[src/rtl/core/msrt_pkg.sv]
package msrt_pkg;

	localparam int DATA_W = 32;

	typedef struct packed {
		logic signed [DATA_W-1:0] value;
		logic                     last_in;
	} in_item_t;

	typedef struct packed {
		logic signed [DATA_W-1:0] sorted_value;
		logic                     last_out;
		logic                     overflow;
	} out_item_t;

	typedef enum logic [2:0] {
		ST_LOAD,
		ST_SETUP,
		ST_MERGE,
		ST_OSETUP,
		ST_OUT
	} st_t;

	// write strobes per buffer and which buffer is the read source
	typedef struct packed {
		logic we_main;
		logic we_merge;
		logic rd_merge;
	} ram_ctrl_t;

endpackage

[src/rtl/core/msrt_ctrl.sv]
module msrt_ctrl #(
	parameter int MAX_ITEMS = 64,
	localparam int AW = $clog2(MAX_ITEMS),
	localparam int CNT_W = $clog2(MAX_ITEMS + 1)
) (
	input  logic                          clk,
	input  logic                          arst_n,
	input  logic                          item_valid,
	output logic                          item_ready,
	input  msrt_pkg::in_item_t            item,
	output logic                          result_valid,
	input  logic                          result_ready,
	output msrt_pkg::out_item_t           result,
	input  logic signed [msrt_pkg::DATA_W-1:0] rd_a,
	input  logic signed [msrt_pkg::DATA_W-1:0] rd_b,
	output logic [AW-1:0]                 raddr_a,
	output logic [AW-1:0]                 raddr_b,
	output logic [AW-1:0]                 waddr,
	output logic [msrt_pkg::DATA_W-1:0]   wdata,
	output msrt_pkg::ram_ctrl_t           ram_ctrl
);

	import msrt_pkg::*;

	localparam int SUM_W = CNT_W + 2;

	st_t              state_q, state_d;
	logic [CNT_W-1:0] cnt_q, cnt_d, i_q, i_d, j_q, j_d;
	logic [CNT_W-1:0] mid_q, mid_d, hi_q, hi_d, k_q, k_d;
	logic [SUM_W-1:0] w_q, w_d;
	logic             drop_q, drop_d, src_q, src_d;

	logic             item_acc, res_acc, has_room, res_last;
	logic             a_ok, b_ok, take_b, blk_done, pass_done, sort_done;
	logic [CNT_W-1:0] cnt_ld, i_adv, j_adv, n_start, mid_nx, hi_nx, mid0, hi0;
	logic [SUM_W-1:0] w_dbl, w_start, sum_mid, sum_hi, sum_mid0, sum_hi0;

	assign item_acc = item_valid && item_ready;
	assign res_acc  = result_valid && result_ready;
	assign has_room = cnt_q < CNT_W'(MAX_ITEMS);
	assign cnt_ld   = has_room ? cnt_q + CNT_W'(1) : cnt_q;
	assign res_last = k_q == cnt_q - CNT_W'(1);

	// merge step: pick the smaller head, left side wins ties
	assign a_ok   = i_q < mid_q;
	assign b_ok   = j_q < hi_q;
	assign take_b = b_ok && (!a_ok || (rd_b < rd_a));
	assign i_adv  = take_b ? i_q : i_q + CNT_W'(1);
	assign j_adv  = take_b ? j_q + CNT_W'(1) : j_q;

	assign blk_done  = (i_adv == mid_q) && (j_adv == hi_q);
	assign pass_done = blk_done && (hi_q == cnt_q);
	assign w_dbl     = w_q << 1;
	assign sort_done = w_dbl >= SUM_W'(cnt_q);

	// bounds of the next block within a pass
	assign sum_mid = SUM_W'(hi_q) + w_q;
	assign sum_hi  = SUM_W'(hi_q) + w_dbl;
	assign mid_nx  = (sum_mid > SUM_W'(cnt_q)) ? cnt_q : sum_mid[CNT_W-1:0];
	assign hi_nx   = (sum_hi > SUM_W'(cnt_q)) ? cnt_q : sum_hi[CNT_W-1:0];

	// bounds of the first block of a new pass
	assign w_start  = (state_q == ST_LOAD) ? SUM_W'(1) : w_dbl;
	assign n_start  = (state_q == ST_LOAD) ? cnt_ld : cnt_q;
	assign sum_mid0 = w_start;
	assign sum_hi0  = w_start << 1;
	assign mid0     = (sum_mid0 > SUM_W'(n_start)) ? n_start : sum_mid0[CNT_W-1:0];
	assign hi0      = (sum_hi0 > SUM_W'(n_start)) ? n_start : sum_hi0[CNT_W-1:0];

	// next state
	always_comb begin
		state_d = state_q;
		unique case (state_q)
			ST_LOAD: begin
				if (item_acc && item.last_in) begin
					state_d = (cnt_ld >= CNT_W'(2)) ? ST_SETUP : ST_OSETUP;
				end
			end
			ST_SETUP: begin
				state_d = ST_MERGE;
			end
			ST_MERGE: begin
				if (pass_done) begin
					state_d = sort_done ? ST_OSETUP : ST_SETUP;
				end
			end
			ST_OSETUP: begin
				state_d = ST_OUT;
			end
			ST_OUT: begin
				if (res_acc && res_last) begin
					state_d = ST_LOAD;
				end
			end
		endcase
	end

	// pointers and counters
	always_comb begin
		cnt_d  = cnt_q;
		drop_d = drop_q;
		src_d  = src_q;
		w_d    = w_q;
		i_d    = i_q;
		j_d    = j_q;
		mid_d  = mid_q;
		hi_d   = hi_q;
		k_d    = k_q;
		unique case (state_q)
			ST_LOAD: begin
				if (item_acc) begin
					cnt_d = cnt_ld;
					if (!has_room) begin
						drop_d = 1'b1;
					end
					if (item.last_in) begin
						src_d = 1'b0;
						w_d   = SUM_W'(1);
						i_d   = '0;
						j_d   = mid0;
						mid_d = mid0;
						hi_d  = hi0;
						k_d   = '0;
					end
				end
			end
			ST_MERGE: begin
				k_d = k_q + CNT_W'(1);
				if (pass_done) begin
					src_d = !src_q;
					w_d   = w_dbl;
					i_d   = '0;
					j_d   = mid0;
					mid_d = mid0;
					hi_d  = hi0;
					k_d   = '0;
				end else if (blk_done) begin
					i_d   = hi_q;
					j_d   = mid_nx;
					mid_d = mid_nx;
					hi_d  = hi_nx;
				end else begin
					i_d = i_adv;
					j_d = j_adv;
				end
			end
			ST_OUT: begin
				if (res_acc) begin
					if (res_last) begin
						cnt_d  = '0;
						drop_d = 1'b0;
						k_d    = '0;
					end else begin
						k_d = k_q + CNT_W'(1);
					end
				end
			end
			ST_SETUP, ST_OSETUP: begin
			end
		endcase
	end

	// outputs
	always_comb begin
		item_ready        = state_q == ST_LOAD;
		result_valid      = state_q == ST_OUT;
		ram_ctrl.rd_merge = src_q;
		ram_ctrl.we_main  = 1'b0;
		ram_ctrl.we_merge = 1'b0;
		waddr             = k_q[AW-1:0];
		wdata             = take_b ? rd_b : rd_a;
		// addresses follow the next pointer so the read data lines up with it
		raddr_a           = i_d[AW-1:0];
		raddr_b           = j_d[AW-1:0];
		unique case (state_q)
			ST_LOAD: begin
				ram_ctrl.we_main = item_acc && has_room;
				waddr            = cnt_q[AW-1:0];
				wdata            = item.value;
			end
			ST_MERGE: begin
				ram_ctrl.we_main  = src_q;
				ram_ctrl.we_merge = !src_q;
			end
			ST_OSETUP, ST_OUT: begin
				raddr_a = k_d[AW-1:0];
			end
			ST_SETUP: begin
			end
		endcase
		result.sorted_value = rd_a;
		result.last_out     = res_last;
		result.overflow     = drop_q;
	end

	always_ff @(posedge clk or negedge arst_n) begin
		if (!arst_n) begin
			state_q <= ST_LOAD;
			cnt_q   <= '0;
			drop_q  <= 1'b0;
			src_q   <= 1'b0;
			w_q     <= '0;
			i_q     <= '0;
			j_q     <= '0;
			mid_q   <= '0;
			hi_q    <= '0;
			k_q     <= '0;
		end else begin
			state_q <= state_d;
			cnt_q   <= cnt_d;
			drop_q  <= drop_d;
			src_q   <= src_d;
			w_q     <= w_d;
			i_q     <= i_d;
			j_q     <= j_d;
			mid_q   <= mid_d;
			hi_q    <= hi_d;
			k_q     <= k_d;
		end
	end

endmodule

[config.mk]
export PLATFORM = sky130hd
export DESIGN_NAME = msrt_ctrl
export DESIGN_NICKNAME = d
export VERILOG_FILES = /design/src/rtl/core/msrt_pkg.sv /design/src/rtl/core/msrt_ctrl.sv
export SDC_FILE = /design/constraint.sdc
export NUM_CORES = 1
export LEC_CHECK = 0
export BUFFER_PORTS_ARGS = -buffer_cell sky130_fd_sc_hd__buf_4
export CAP_MARGIN = 0
export CORE_MARGIN = 2
export CORE_UTILIZATION = 25
export CTS_CLUSTER_SIZE = 8
export DETAILED_ROUTE_END_ITERATION = 10
export HOLD_SLACK_MARGIN = 0.08
export MAX_ROUTING_LAYER = met4
export PLACE_DENSITY = 0.41
export RECOVER_POWER = 50
export SLEW_MARGIN = 20
export SYNTH_ARGS = -nofsm -noshare
export SYNTH_HDL_FRONTEND = slang
export SYNTH_SLANG_ARGS = --single-unit
[constraint.sdc]
create_clock -name clk -period 6.9 [get_ports clk]
set_input_delay 1.38 -clock clk [delete_from_list [all_inputs] [get_ports clk]]
set_output_delay 1.38 -clock clk [all_outputs]
set_load 0.03 [all_outputs]
### Yosys cells after proc, flatten, opt, wreduce, memory -nomap -nowiden

Index checks and enable logic that the tools add are counted.

* logic and storage cells: 134
* flip-flop bits (word level): 56
* output and inout port bits: 89
* input port bits: 101

* equality and inequality tests: 17
* order comparisons: 10
* mux-type cells: 64
* $add $sub $neg: 7
* reduce and logical (&&, ||, !) cells: 23

Operator list (count)
* two-way mux 7 bit: 32
* case mux 7 bit (2 select lines): 5
* two-way mux 32 bit: 2
* greater-than comparator 9 x 7 -> 1 bit: 4
* two-way mux 9 bit: 4
* less-than comparator 32 bit: 1
* adder 7 x 1 -> 7 bit (second input constant): 4
* == test 7 bit: 4
* case mux 7 bit (3 select lines): 1
* adder 7 x 9 -> 9 bit: 2
* case mux 9 bit (2 select lines): 1
* AND reduction 4 bit: 4
* case mux 3 bit (5 select lines): 1
* less-than comparator 7 bit: 2
* two-way mux 6 bit: 2
* != test 2 x 1 -> 1 bit (second input constant): 6
* >= comparator 9 x 7 -> 1 bit: 1
* two-way mux 3 bit: 3
* logical AND 1 bit: 8
* two-way mux 1 bit: 8
* >= comparator 7 x 2 -> 1 bit (second input constant): 1
* less-than comparator 7 bit (second input constant): 1
* subtractor 7 x 1 -> 7 bit (second input constant): 1
* == test 3 x 2 -> 1 bit (second input constant): 2
* other kinds (14): 21

### Depth between registers and ports, before layout

Gate-level depths: netlist (run 1).

* depth after elaboration: 11
* depth in mapped cells: 19

### Least setup slack after synthesis (run 1)

No wires, ideal clock.

* kind: input to output
* start point: in rd_a[31] in the netlist's numbering
* end point: out raddr_b[0]
* data arrival time: 4840 ps
* path slack: 680 ps
* data required time: 5520 ps
* stages: 18
* path through: inv_1 > ha_1 > nand4_1 > nor4_2 > nand2_1 > o22a_1 > a211o_1 > buf_6 > a21o_1 > a221oi_2 > o221ai_2 > nor4_4 > buf_6 > buf_2 > o21ai_0 > o22a_1 > o21ai_0 > buf_4

* cells in the longest elaborated chain, start to end: 9
* elaborated cells on any way between the ends: 12
* classes of those cells: order compare: 1; eq/ne: 2; mux: 5; reduce/logical: 4

RTL lines
* from (decl): RTL line msrt_ctrl.sv:14 `input logic signed [msrt_pkg::DATA_W-1:0] rd_a,`
* less-than comparator 32 bit *: RTL line msrt_ctrl.sv:47 `assign take_b = b_ok && (!a_ok || (rd_b < rd_a));`
* logical OR 1 bit *: RTL line msrt_ctrl.sv:47
* logical AND 1 bit *: RTL line msrt_ctrl.sv:47
* two-way mux 7 bit, on equally long branches: RTL line msrt_ctrl.sv:48, msrt_ctrl.sv:49
* == test 7 bit: RTL line msrt_ctrl.sv:51 `assign blk_done = (i_adv == mid_q) && (j_adv == hi_q);`
* logical AND 1 bit: RTL line msrt_ctrl.sv:51
* two-way mux 7 bit or logical AND 1 bit (tied branches): RTL line msrt_ctrl.sv:137, msrt_ctrl.sv:52
* two-way mux 7 bit *: RTL line msrt_ctrl.sv:129 `if (pass_done) begin`
* case mux 7 bit (2 select lines) *: RTL line msrt_ctrl.sv:109 `unique case (state_q)`
* to (decl): RTL line msrt_ctrl.sv:17 `output logic [AW-1:0] raddr_b,`

Mark *: on every way between the ends. The rest lies on a longest branch, timed or not.

### Worst setup path after layout (run 1)

* start point: in rd_a[31] in the netlist's numbering
* end point: out raddr_a[3]

* cells in the longest elaborated chain, start to end: 10
* elaborated cells on any way between the ends: 15
* classes of those cells: order compare: 1; eq/ne: 2; mux: 8; reduce/logical: 4

RTL lines
* less-than comparator 32 bit *: RTL line msrt_ctrl.sv:47
* logical OR 1 bit *: RTL line msrt_ctrl.sv:47
* logical AND 1 bit *: RTL line msrt_ctrl.sv:47
* two-way mux 7 bit, on equally long branches: RTL line msrt_ctrl.sv:48, msrt_ctrl.sv:49
* == test 7 bit: RTL line msrt_ctrl.sv:51
* logical AND 1 bit *: RTL line msrt_ctrl.sv:51
* logical AND 1 bit *: RTL line msrt_ctrl.sv:52 `assign pass_done = blk_done && (hi_q == cnt_q);`
* two-way mux 7 bit *: RTL line msrt_ctrl.sv:129
* case mux 7 bit (3 select lines) *: RTL line msrt_ctrl.sv:109
* via k_d[3]: RTL line msrt_ctrl.sv:29 `logic [CNT_W-1:0] mid_q, mid_d, hi_q, hi_d, k_q, k_d;`
* two-way mux 6 bit *: RTL line msrt_ctrl.sv:175 `unique case (state_q)`
* to (decl): RTL line msrt_ctrl.sv:16 `output logic [AW-1:0] raddr_a,`

Mark *: on every way through the listed nets, which the timed path passes. The rest lies on a longest branch.

==> results of run 1 <==
## final timing paths
kind	from	end	cells after the start
max reg2reg	cnt_q[3]	j_q[0]	14
min reg2reg	drop_q	drop_q	1
min in group asynchronous	arst_n	j_q[2]	1
max in group asynchronous	arst_n	i_q[4]	1
max	rd_a[31]	raddr_a[3]	18
min	drop_q	drop_q	1
## metal layers
metal,share of wire,track usage
met4,0.014,0.0358
met1,0.46,0.235
met2,0.48,0.301
met5,0,-
met3,0.046,0.0249
## state kept, by name (all words and copies together), names as in the netlist
signal / flops
state_q: 3
cnt_q: 7
j_q: 7
k_q: 7
mid_q: 7
w_q: 9
hi_q: 7
i_q: 7
drop_q: 1
src_q: 1
## cells by family (layout without fill, tap and decap cells)
| logic type | after synthesis | in the layout |
|---|---|---|
| compound gates | 295 | 295 |
| xor+xnor | 53 | 53 |
| fa+ha+maj | 94 | 94 |
| buf+inv | 163 | 295 |
| flops | 56 | 56 |
| mux | 45 | 45 |
| simple gates | 355 | 355 |
## layout make-up
cell class	instances	area (um^2)	share of cell area
Multi-Input combinational cell	842	5570	0.593
Timing Repair Buffer	218	1500	0.160
Sequential cell	56	1400	0.149
Tap cell	396	495	0.0528
Inverter	69	259	0.0276
Clock buffer	5	125	0.0133
Clock inverter	3	47.5	0.00506
## power groups by stage
stage | logic [mW] | registers (mW) | clock network [mW]
after global placement | 2.10 | 0.479 | 0
after floorplan | 1.43 | 0.426 | 0
after detailed placement | 2.10 | 0.480 | 0
final | 2.06 | 0.471 | 0.316
after global routing | 2.26 | 0.483 | 0.342
after CTS | 2.10 | 0.473 | 0.327
## metrics by stage
step / instance area (um^2) / util
after floorplan: 7740 / -
after global placement: 9340 / 0.306
after detailed placement: 9340 / 0.306
after CTS: 9520 / 0.312
after global routing: 9390 / 0.308
final: 9390 / 0.308
## cell usage in the layout (no fill, tap or decap), types with 28 or more instances in the layout
cell type / count
xnor2_1: 36
nor2_1: 86
buf_4: 177
dfrtp_1: 56
nand3_1: 33
o21ai_0: 95
nand2_1: 137
ha_1: 92
a21oi_1: 90
inv_1: 63
clkbuf_1: 40
mux2i_1: 28
## timing repair
item                       4_1_cts  5_1_grt
setup endpoints to repair        0        9
hold buffers                     0        0
buffers inserted                 0        0
resized for setup                0        4
## critical path, cell delays in order
cell     delay [ns]
buf_4          0.09
inv_1          0.05
ha_1           0.33
nand4_1        0.17
nor4_4         0.37
nand4_1        0.12
o22a_1         0.20
a211o_4        0.38
buf_4          0.16
mux2i_1        0.13
or2_2          0.32
or4_1          0.54
o21ai_4        0.21
buf_4          0.17
a21oi_1        0.04
a21o_1         0.16
mux2_2         0.27
buf_4          0.17
==> results.md, run 1 <==
- Peak VDD IR: between 0.2 and 0.25 mV
- TritonCTS buffer count: 5
- Power per Cell Area: approximately 300 mW/mm^2
- Top FF cell, synth: dfrtp_1
- Final Skew: 0.0135 ns
- Seq/Total Area, Yosys: 0.181
- Endpoint type of the worst setup path: output port
- Power Total: about 2.8 mW
- Data required, critical path: approximately 5.5 ns
- Area fraction in compound gates after synthesis: 0.229
- Drt first pass iters: 4
- Layout cell share with drive strength beyond 1: 0.180
- Largest family of logic cells by synthesized area: compound AO/OA/AOI/OAI gates
- Logic pwr share: 0.724
- Die area: roughly 0.032 mm^2
- Sw Pwr: approximately 1.5 mW
- Routed Antenna Nets: 0
- Post-route setup TNS: 0 ns
- Clk sinks: 56
- Hold Crit Class: flop to flop
- XOR/XNOR Fraction of Synth Area: 0.0600
- Pre-CTS setup slack: 0.180 ns
- P_leak: about 4.3 nW
- Port Buffer Count: 189
- Vias per inst: around 5
- Core Footprint: 0.0305 mm^2
- Placed cell count: approximately 1600
- DRC errors left: 0
- Vias: about 7800
- Max Fanout on Critical Path: 6
- WL final: approximately 29 mm
- WS Path Type: input port to output port
- Total of max-cap violations: 1
- Worst hold margin: 0.503 ns
- Iter 0 DRT Violations: 458
- Synthesized area: 0.00774 mm^2
- Fill cells: about 3400
- WL per Instance: 18.1 um
- Simple-Gate Fraction of Synth Area: 0.212
- Die X: between 150 and 200 um
- Period utilisation layout: 0.963
- Synth top area share: 0.181
- Top post-synthesis cells by count: nand2_1 (137), o21ai_0 (95), ha_1 (92)
- FMAX: between 150 and 200 MHz
- Row cnt: 64
- Switching portion of total power: 0.539
- Number of global-route vias before repair: between 7000 and 8000
- Starting Density: 0.254
- Largest net degree at the start of global routing: around 70
- P_int: 1.31 mW
- Final HPWL DP: about 23 mm
- DIE HEIGHT: between 150 and 200 um
- Longest Clk Path Bufs: 2
- Final setup fails: 0
- Crit path launch type: input port
- Routability congestion estimate: roughly 0.85
- Most instantiated library cell after synthesis: nand2_1
- GRT Overall Usage: 0.181
- Syn Area/Cell: approximately 7.3 um^2
- Number of synthesized flops with an enable pin: 0
- Async S/R FF share, synth: 1.00
- Layout Cells excl Fill: between 1500 and 2000
- GRT Residual Overflow: 0
- Worst skew pair latency: around 0.32 ns
- Initial antenna violation count: 0
- CTS tree: done
- Adder-Cell Fraction of Synth Area: 0.154
- Clock network power share: 0.111
- Clock slew at reported path FFs: 0.08 ns
- Yosys reg bits: 56
- Synth area leaders: dfrtp_1 (18%), ha_1 (15%), nand2_1 (6.6%)
- Post-Syn Nets: around 1300
- # nets final: 1387
- First-pass GRT wire length: 45.3 mm
- Top cell type by total area after synthesis: dfrtp_1
- Fin. Hold Viols: 0
- CTS Root Cell: clkbuf_16
- R2R Setup Slk: ~2.6 ns
- WP data arrival: between 5 and 6 ns
- Slack of the critical path: ~0.26 ns
- H-tree levels: 2
- Multiplexer share of the synthesized area: 0.0610
- Mapped Cells: 1061
- Max-slew violations: 57
- Status: finished with violations
- Failing checks: capacitance limit, slew limit
- Total I/O pin count: 190
- Post-layout min period: 6.64 ns
- Synthesis-to-finish area growth: 21.4%
- Max_slew headroom: -1.26
- Yosys warning total: 0
- Reg power frac: 0.165
- Synth unique cells: 64
- ANT cells: 0
- Slew @ Worst Pin: 3.39 ns
- RSZ-0062 raised after global routing: false
Power figures use the tool's default switching activity.
==> inputs of run 2 (changes only) <==
CORE_UTILIZATION = 50   (was 25)
PLACE_DENSITY = 0.76   (was 0.41)
clock period = 5.6 ns   (was 6.9 ns; I/O delays follow)
==> run 2 against run 1 <==
The run ends with capacitance limit, slew limit, setup timing left. Sequential cell count unchanged. Count of clock-buffer cells in the layout increased by 1. Worst setup slack got worse by 0.48 ns. Clock skew decreased by 0.0062 ns. Non-clock buffer count increased by 46. Cell count decreased by 10%. Register-to-register slack got worse by 1.0 ns. Clock power increased by 14%. Sequential share of layout area decreased by 0.78 points. Critical path depth unchanged. Global-route usage increased by 14 points. Critical endpoint is now raddr_a[4]. Largest cell class unchanged.
==> results.md, run 2 (synthesis gave the netlist of run 1 again) <==
- Endpoint type of the worst setup path: output port (unchanged)
- P_int: 1.74 mW (was 1.31 mW)
- GRT Overall Usage: 0.322 (was 0.181)
- Data required, critical path: 4.48 ns (was 5.52 ns)
- Slew @ Worst Pin: 3.14 ns (was 3.39 ns)
- Top reg by flops: w_q (unchanged)
- Number of global-route vias before repair: 7873 (was 7816)
- Max Fanout on Critical Path: 8 (was 6)
- Crit path launch type: input port (unchanged)
- Port Buffer Count: 189 (unchanged)
- Hold Crit Class: flop to flop (unchanged)
- Synthesis-to-finish area growth: 28.1% (was 21.4%)
- Iter 0 DRT Violations: 816 (was 458)
- Die X: 128 um (was 180 um)
- Slack of the critical path: -0.228 ns (was 0.255 ns)
- CTS Root Cell: clkbuf_16 (unchanged)
- Row cnt: 45 (was 64)
- Placed cell count: 1409 (was 1581)
- Worst hold margin: 0.495 ns (was 0.503 ns)
- WL per Instance: 18.8 um (was 18.1 um)
- Final Skew: 0.00726 ns (was 0.0135 ns)
- Worst skew pair latency: 0.31 ns (was 0.32 ns)
- Layout cell share with drive strength beyond 1: 0.262 (was 0.180)
- Total I/O pin count: 190 (unchanged)
- Switching portion of total power: 0.529 (was 0.539)
- Sw Pwr: 1.95 mW (was 1.53 mW)
- # nets final: 1433 (was 1387)
- H-tree levels: 2 (unchanged)
- DRC errors left: 0 (unchanged)
- Routed Antenna Nets: 0 (unchanged)
- Clock slew at reported path FFs: 0.07 ns (was 0.08 ns)
- Period utilisation layout: 1.04
- Max_slew headroom: -1.09 (was -1.26)
- GRT Residual Overflow: 0 (unchanged)
- Hold_buf cts: 0 (unchanged)
- Longest Clk Path Bufs: 2 (unchanged)
- DIE HEIGHT: 128 um (was 180 um)
- WL final: 26.8 mm (was 28.7 mm)
- Largest register FFs: 9 (unchanged)
- Starting Density: 0.511 (was 0.254)
- FMAX: ~170 MHz
- Logic pwr share: 0.745 (was 0.724)
- ANT cells: 0 (unchanged)
- Max-slew violations: 57 (unchanged)
- Clock network power share: 0.098 (was 0.111)
- Clk sinks: 56 (unchanged)
- First-pass GRT wire length: 40.9 mm (was 45.3 mm)
- WS Path Type: input port to output port (unchanged)
- Vias per inst: 5.93 (was 4.90)
- Core Footprint: 0.0151 mm^2 (was 0.0305 mm^2)
- Status: finished with violations (unchanged)
- P_leak: 4.71 nW (was 4.33 nW)
- Largest net degree at the start of global routing: 68 (was 71)
- Die area: 0.0165 mm^2 (was 0.0324 mm^2)
- Vias: 8468 (was 7779)
- Layout Cells excl Fill: 1427 (was 1589)
- RSZ-0062 raised after global routing: true (was false)
- Commonest non-fill, non-tap cell in the layout: buf_4 (unchanged)
- Post-layout min period: around 6 ns
- Power per Cell Area: 372 mW/mm^2 (was 303 mW/mm^2)
- TritonCTS buffer count: 5 (unchanged)
- Reg power frac: 0.157 (was 0.165)
- Total of max-cap violations: 1 (unchanged)
- Fin. Hold Viols: 0 (unchanged)
- CTS tree: done (unchanged)
- Failing checks: capacitance limit, slew limit, setup timing (was capacitance limit, slew limit)
- Initial antenna violation count: 0 (unchanged)
- Peak VDD IR: 0.338 mV (was 0.221 mV)
- Most frequent cells in the layout: buf_4 (238), nand2_1 (137), o21ai_0 (91), a21oi_1 (90), nor2_1 (86) (was buf_4 (177), nand2_1 (137), o21ai_0 (95), ha_1 (92), a21oi_1 (90))
- Drt first pass iters: 5 (was 4)
- Final HPWL DP: 20.3 mm (was 22.9 mm)
- Final setup fails: 12 (was 0)
- Routability congestion estimate: 0.995 (was 0.845)
- WP data arrival: 4.71 ns (was 5.26 ns)
[run 2: power groups by stage]
stage	registers, mW	clock network, mW	logic, mW
floorplan	0.525	0	1.76
global placement	0.580	0	2.59
detailed placement	0.581	0	2.61
CTS	0.575	0.366	2.69
global route	0.586	0.386	2.94
finish	0.579	0.360	2.75
[run 2: worst paths after layout]
check | endpoint | cells after the start | from | slack (ns)
setup / recovery | raddr_a[4] | 18 | rd_b[26] | -0.23
hold / removal | drop_q | 1 | drop_q | 0.50
setup reg to reg | hi_q[3] | 15 | hi_q[1] | 1.60
hold reg to reg | drop_q | 1 | drop_q | 0.50
max in group asynchronous | hi_q[3] | 1 | arst_n | 1.96
min in group asynchronous | cnt_q[5] | 1 | arst_n | 1.84
[run 2: final cells by class]
cell class	count	area [um^2]
multi-input combinational	842	5780
fill	1333	5230
timing repair buffer	264	2060
sequential	56	1400
inverter	69	272
tap	188	235
clock buffer	6	129
clock inverter	2	35.0
[run 2: timing repair]
action / CTS / global route
setup endpoints to repair: 12 / 12
buffers inserted: 5 / 5
gates resized for setup: 44 / 28
cloned: 0 / 0
pin swaps: 18 / 19
[run 2: worst max-delay path, cell delays in order]
cell and delay (ns):
buf_4 0.13, ha_4 0.27, nand3_4 0.09, nor4_4 0.35, buf_4 0.18, a221oi_4 0.06
and3_4 0.18, a211o_4 0.36, buf_4 0.15, a211oi_1 0.38, a221oi_2 0.08, o221ai_2 0.11
buf_4 0.22, o21ai_4 0.09, a2111oi_1 0.41, o22a_1 0.23, mux2_2 0.16, buf_6 0.13
[run 2: per-stage QoR]
step                area [um^2]  setup slack (ns)  power [mW]   util  TNS [ns]
finish                     9910            -0.228        3.69  0.654     -1.46
global route               9910            -0.336        3.91  0.654     -3.06
CTS                        9760            -0.149        3.63  0.645    -0.886
detailed placement         9350            -0.361        3.19  0.618     -3.17
global placement           9350            -0.296        3.18  0.618     -2.73
floorplan                  7740            0.0374        2.28      -         0
[run 2: metal layers]
| layer | global-route usage | routed length (um) | up-vias |
|---|---|---|---|
| met3 | 0.0578 | 2260 | 100 |
| met4 | 0.147 | 1390 | 0 |
| met2 | 0.530 | 12700 | 393 |
| li1 | - | - | 4065 |
| met5 | - | 0 | - |
| met1 | 0.386 | 10400 | 3910 |
==> inputs of run 3 (changes only) <==
ABC_AREA = 1   (was unset)
CORE_ASPECT_RATIO = 1.25   (was unset)
PLACE_DENSITY = 0.75   (was 0.76)
==> run 3 against run 2 <==
Cell count is 16% higher. Highest routed layer unchanged. Worst hold slack better by 0.00057 ns. Synthesized cell count is 22% higher. Non-clock buffer count is 37 lower. Total power is 63% lower. Clock skew is 0.0023 ns higher. First-iteration DRC count is 11% lower. Synthesized area is 4.4% higher. Sequential share of layout area is 0.29 points higher. Clock power is 5% lower. Critical path depth is 6 higher. The flow finishes with violations (capacitance limit, slew limit).
==> results.md, run 3 <==
- # nets final: 1641 (was 1433)
- Drt first pass iters: 6 (was 5)
- Data required, critical path: 4.48 ns (about the same)
- Die area: 0.0172 mm^2 (was 0.0165 mm^2)
- H-tree levels: 2 (unchanged)
- GRT Overall Usage: 0.318 (was 0.322)
- Final Skew: 0.00953 ns (was 0.00726 ns)
- Final HPWL DP: 22.5 mm (was 20.3 mm)
- ANT cells: 0 (unchanged)
- Met3 routed WL: 1.63 mm (was 2.26 mm)
- Port Buffer Count: 189 (unchanged)
- WL per Instance: 16.9 um (was 18.8 um)
- Worst skew pair latency: 0.31 ns (about the same)
- Final Util: 0.619 (was 0.654)
- Final setup fails: 0 (was 12)
- Synth top area share: 0.185 (was 0.181)
- Most instantiated library cell after synthesis: nand2_1 (unchanged)
- Slew @ Worst Pin: 3.31 ns (was 3.14 ns)
- Syn Area/Cell: 6.24 um^2 (was 7.29 um^2)
- Async S/R FF share, synth: 1.00 (unchanged)
- XOR/XNOR Fraction of Synth Area: 0.0379 (was 0.0600)
- Top reg by flops: w_q (unchanged)
- Top Metal Used: met4 (unchanged)
- Peak VDD IR: 0.127 mV (was 0.338 mV)
- DIE HEIGHT: 146 um (was 128 um)
- Placed cell count: 1643 (was 1409)
- Die X: 118 um (was 128 um)
- Fin. Hold Viols: 0 (unchanged)
- Post-route cell area: 0.00972 mm^2 (was 0.00991 mm^2)
- Yosys warning total: 0 (unchanged)
- Pre-CTS setup slack: 0.226 ns (was -0.361 ns)
- Max-slew violations: 57 (unchanged)
- Placed standard-cell area: 0.00947 mm^2 (was 0.00935 mm^2)
- CTS tree: done (unchanged)
- Post-route setup TNS: 0 ns (was -1.46 ns)
- Largest net degree at the start of global routing: 65 (was 68)
- Routed wl met2: 14.4 mm (was 12.7 mm)
- Layout Cells excl Fill: 1659 (was 1427)
- FMAX: 185 MHz (was 172 MHz)
- Post-Syn Nets: 1490 (was 1256)
- Initial antenna violation count: 0 (unchanged)
- Period utilisation layout: 0.968 (was 1.04)
- Adder-Cell Fraction of Synth Area: 0.147 (was 0.154)
- Most frequent cells in the layout: nand2_1 (388), buf_4 (177), inv_1 (148), o21ai_0 (140), nand3_1 (94) (was buf_4 (238), nand2_1 (137), o21ai_0 (91), a21oi_1 (90), nor2_1 (86))
- Setup crit start: rd_a[21] (was rd_b[26])
- Total I/O pin count: 190 (unchanged)
- Number of synthesized flops with an enable pin: 0 (unchanged)
- Synth area leaders: nand2_1 (18%), dfrtp_1 (17%), ha_1 (14%) (was dfrtp_1 (18%), ha_1 (15%), nand2_1 (6.6%))
- Routability congestion estimate: 1.06 (was 0.995)
- Yosys reg bits: 56 (unchanged)
- Hold Crit Class: flop to flop (unchanged)
- Power Total: 1.38 mW (was 3.69 mW)
- Endpoint type of the worst setup path: output port (unchanged)
- Seq/Total Area, Yosys: 0.173 (was 0.181)
- Worst hold margin: 0.496 ns (was 0.495 ns)
- Simple-Gate Fraction of Synth Area: 0.324 (was 0.212)
- Synthesis-to-finish area growth: 20.3% (was 28.1%)
- CTS Root Cell: clkbuf_16 (unchanged)
- Crit path launch type: input port (unchanged)
- Power per Cell Area: 142 mW/mm^2 (was 372 mW/mm^2)
- Core Footprint: 0.0157 mm^2 (was 0.0151 mm^2)
- Slack of the critical path: 0.180 ns (was -0.228 ns)
- Clk sinks: 56 (unchanged)
- Hold Path Origin: drop_q (unchanged)
- TritonCTS buffer count: 5 (unchanged)
- WL final: 28.0 mm (was 26.8 mm)
- WS Path Type: input port to output port (unchanged)
- Max_slew headroom: -1.20 (was -1.09)
- Area fraction in compound gates after synthesis: 0.171 (was 0.229)
- Number of global-route vias before repair: 8570 (was 7873)
- P_leak: 5.15 nW (was 4.71 nW)
- GRT Residual Overflow: 0 (unchanged)
- Routed Antenna Nets: 0 (unchanged)
- Max Fanout on Critical Path: 8 (unchanged)
- Multiplexer share of the synthesized area: 0.00372 (was 0.0610)
- WP data arrival: 4.30 ns (was 4.71 ns)
- Commonest non-fill, non-tap cell in the layout: nand2_1 (was buf_4)
- Iter 0 DRT Violations: 730 (was 816)
- Status: finished with violations (unchanged)
- Synthesized area: 0.00808 mm^2 (was 0.00774 mm^2)
- First-pass GRT wire length: 43.0 mm (was 40.9 mm)
- Clock slew at reported path FFs: 0.08 ns (was 0.07 ns)
- R2r startpoint: hi_q[2] (was hi_q[1])
- Layout cell share with drive strength beyond 1: 0.173 (was 0.262)
- Total of max-cap violations: 1 (unchanged)
- Top post-synthesis cells by count: nand2_1 (398), inv_1 (149), o21ai_0 (144) (was nand2_1 (137), o21ai_0 (95), ha_1 (92))
- Mapped Cells: 1295 (was 1061)
- Longest Clk Path Bufs: 2 (unchanged)
- Top cell type by total area after synthesis: nand2_1 (was dfrtp_1)
- Top FF cell, synth: dfrtp_1 (unchanged)
- Failing checks: capacitance limit, slew limit (was capacitance limit, slew limit, setup timing)
- Met1 wire length: 10.8 mm (was 10.4 mm)
- Synth unique cells: 56 (was 64)
- Vias: 9220 (was 8468)
- DRC errors left: 0 (unchanged)
- Post-layout min period: 5.42 ns (was 5.83 ns)
- Hold_buf cts: 0 (unchanged)
- Row cnt: 51 (was 45)
- Largest register FFs: 9 (unchanged)
- Vias per inst: 5.56 (was 5.93)
- Starting Density: 0.515 (was 0.511)
- Largest family of logic cells by synthesized area: simple AND/OR/NAND/NOR gates (was compound AO/OA/AOI/OAI gates)
run 3: cell types whose count changed after synthesis, sizes merged, moves of 17 or more:
cell	delta
nand3	+66
nand2	+268
inv	+87
o21ai	+60
a21oi	-40
mux2i	-25
clkbuf	-20
mux2	-17
xnor2	-26
run 3: worst max-delay path, stage by stage:
cell     delay, ns
buf_4         0.11
inv_1         0.11
ha_4          0.23
a21oi_2       0.12
nor2_1        0.05
nor3_2        0.12
a21oi_1       0.10
nor2_2        0.16
nand2_1       0.09
nand2_2       0.08
nand3_4       0.18
buf_12        0.22
nand3_1       0.12
nand2_1       0.09
nand2_1       0.06
nand2_1       0.05
nor2_1        0.12
nand2_2       0.08
nor2_4        0.22
nand2_8       0.12
buf_4         0.15
nor3_1        0.15
o21a_1        0.25
buf_4         0.19
run 3: logic make-up after synthesis:
logic type	Yosys count
xor gates and xnor gates	35
buffers and inverters	240
adders and majority gates	94
AOI/OAI and AO/OA	251
DFF	56
muxes	3
and+or+nand+nor	616
run 3: final cells by class:
type	count	area, um^2
multi-input cells	1000	5700
flip-flops and latches	56	1400
repair buffers	227	1610
clock inverters	3	25.0
clock buffers	5	125
well taps	212	265
inverters	156	593
fillers	1637	5980
run 3: what timing repair did:
action | CTS | global route
gates resized for setup | 0 | 44
setup endpoints to repair | 0 | 12
buffers inserted | 0 | 6
run 3: metal layers:
metal  track usage  vias up
met5             -        -
met4         0.125        0
met3        0.0238       77
met2         0.578      429
met1         0.363     4196
li1              -     4518
run 3: final timing paths:
path                            slack [ns]  cells after the start    endpoint
worst max-delay path                  0.18                     24  raddr_b[1]
worst min-delay path                  0.50                      2      drop_q
worst max register to register        1.52                     20    mid_q[3]
worst min register to register        0.50                      2      drop_q
max in group asynchronous             1.56                      1    cnt_q[0]
min in group asynchronous             1.90                      1      j_q[3]
run 3: where the power goes:
part           total [mW]  leakage, nW  switching (mW)  internal [mW]
Combinational       0.588         4.41           0.367          0.221
Sequential          0.451        0.673          0.0306          0.420
Clock               0.343       0.0708           0.173          0.170
Total                1.38         5.15           0.570          0.812
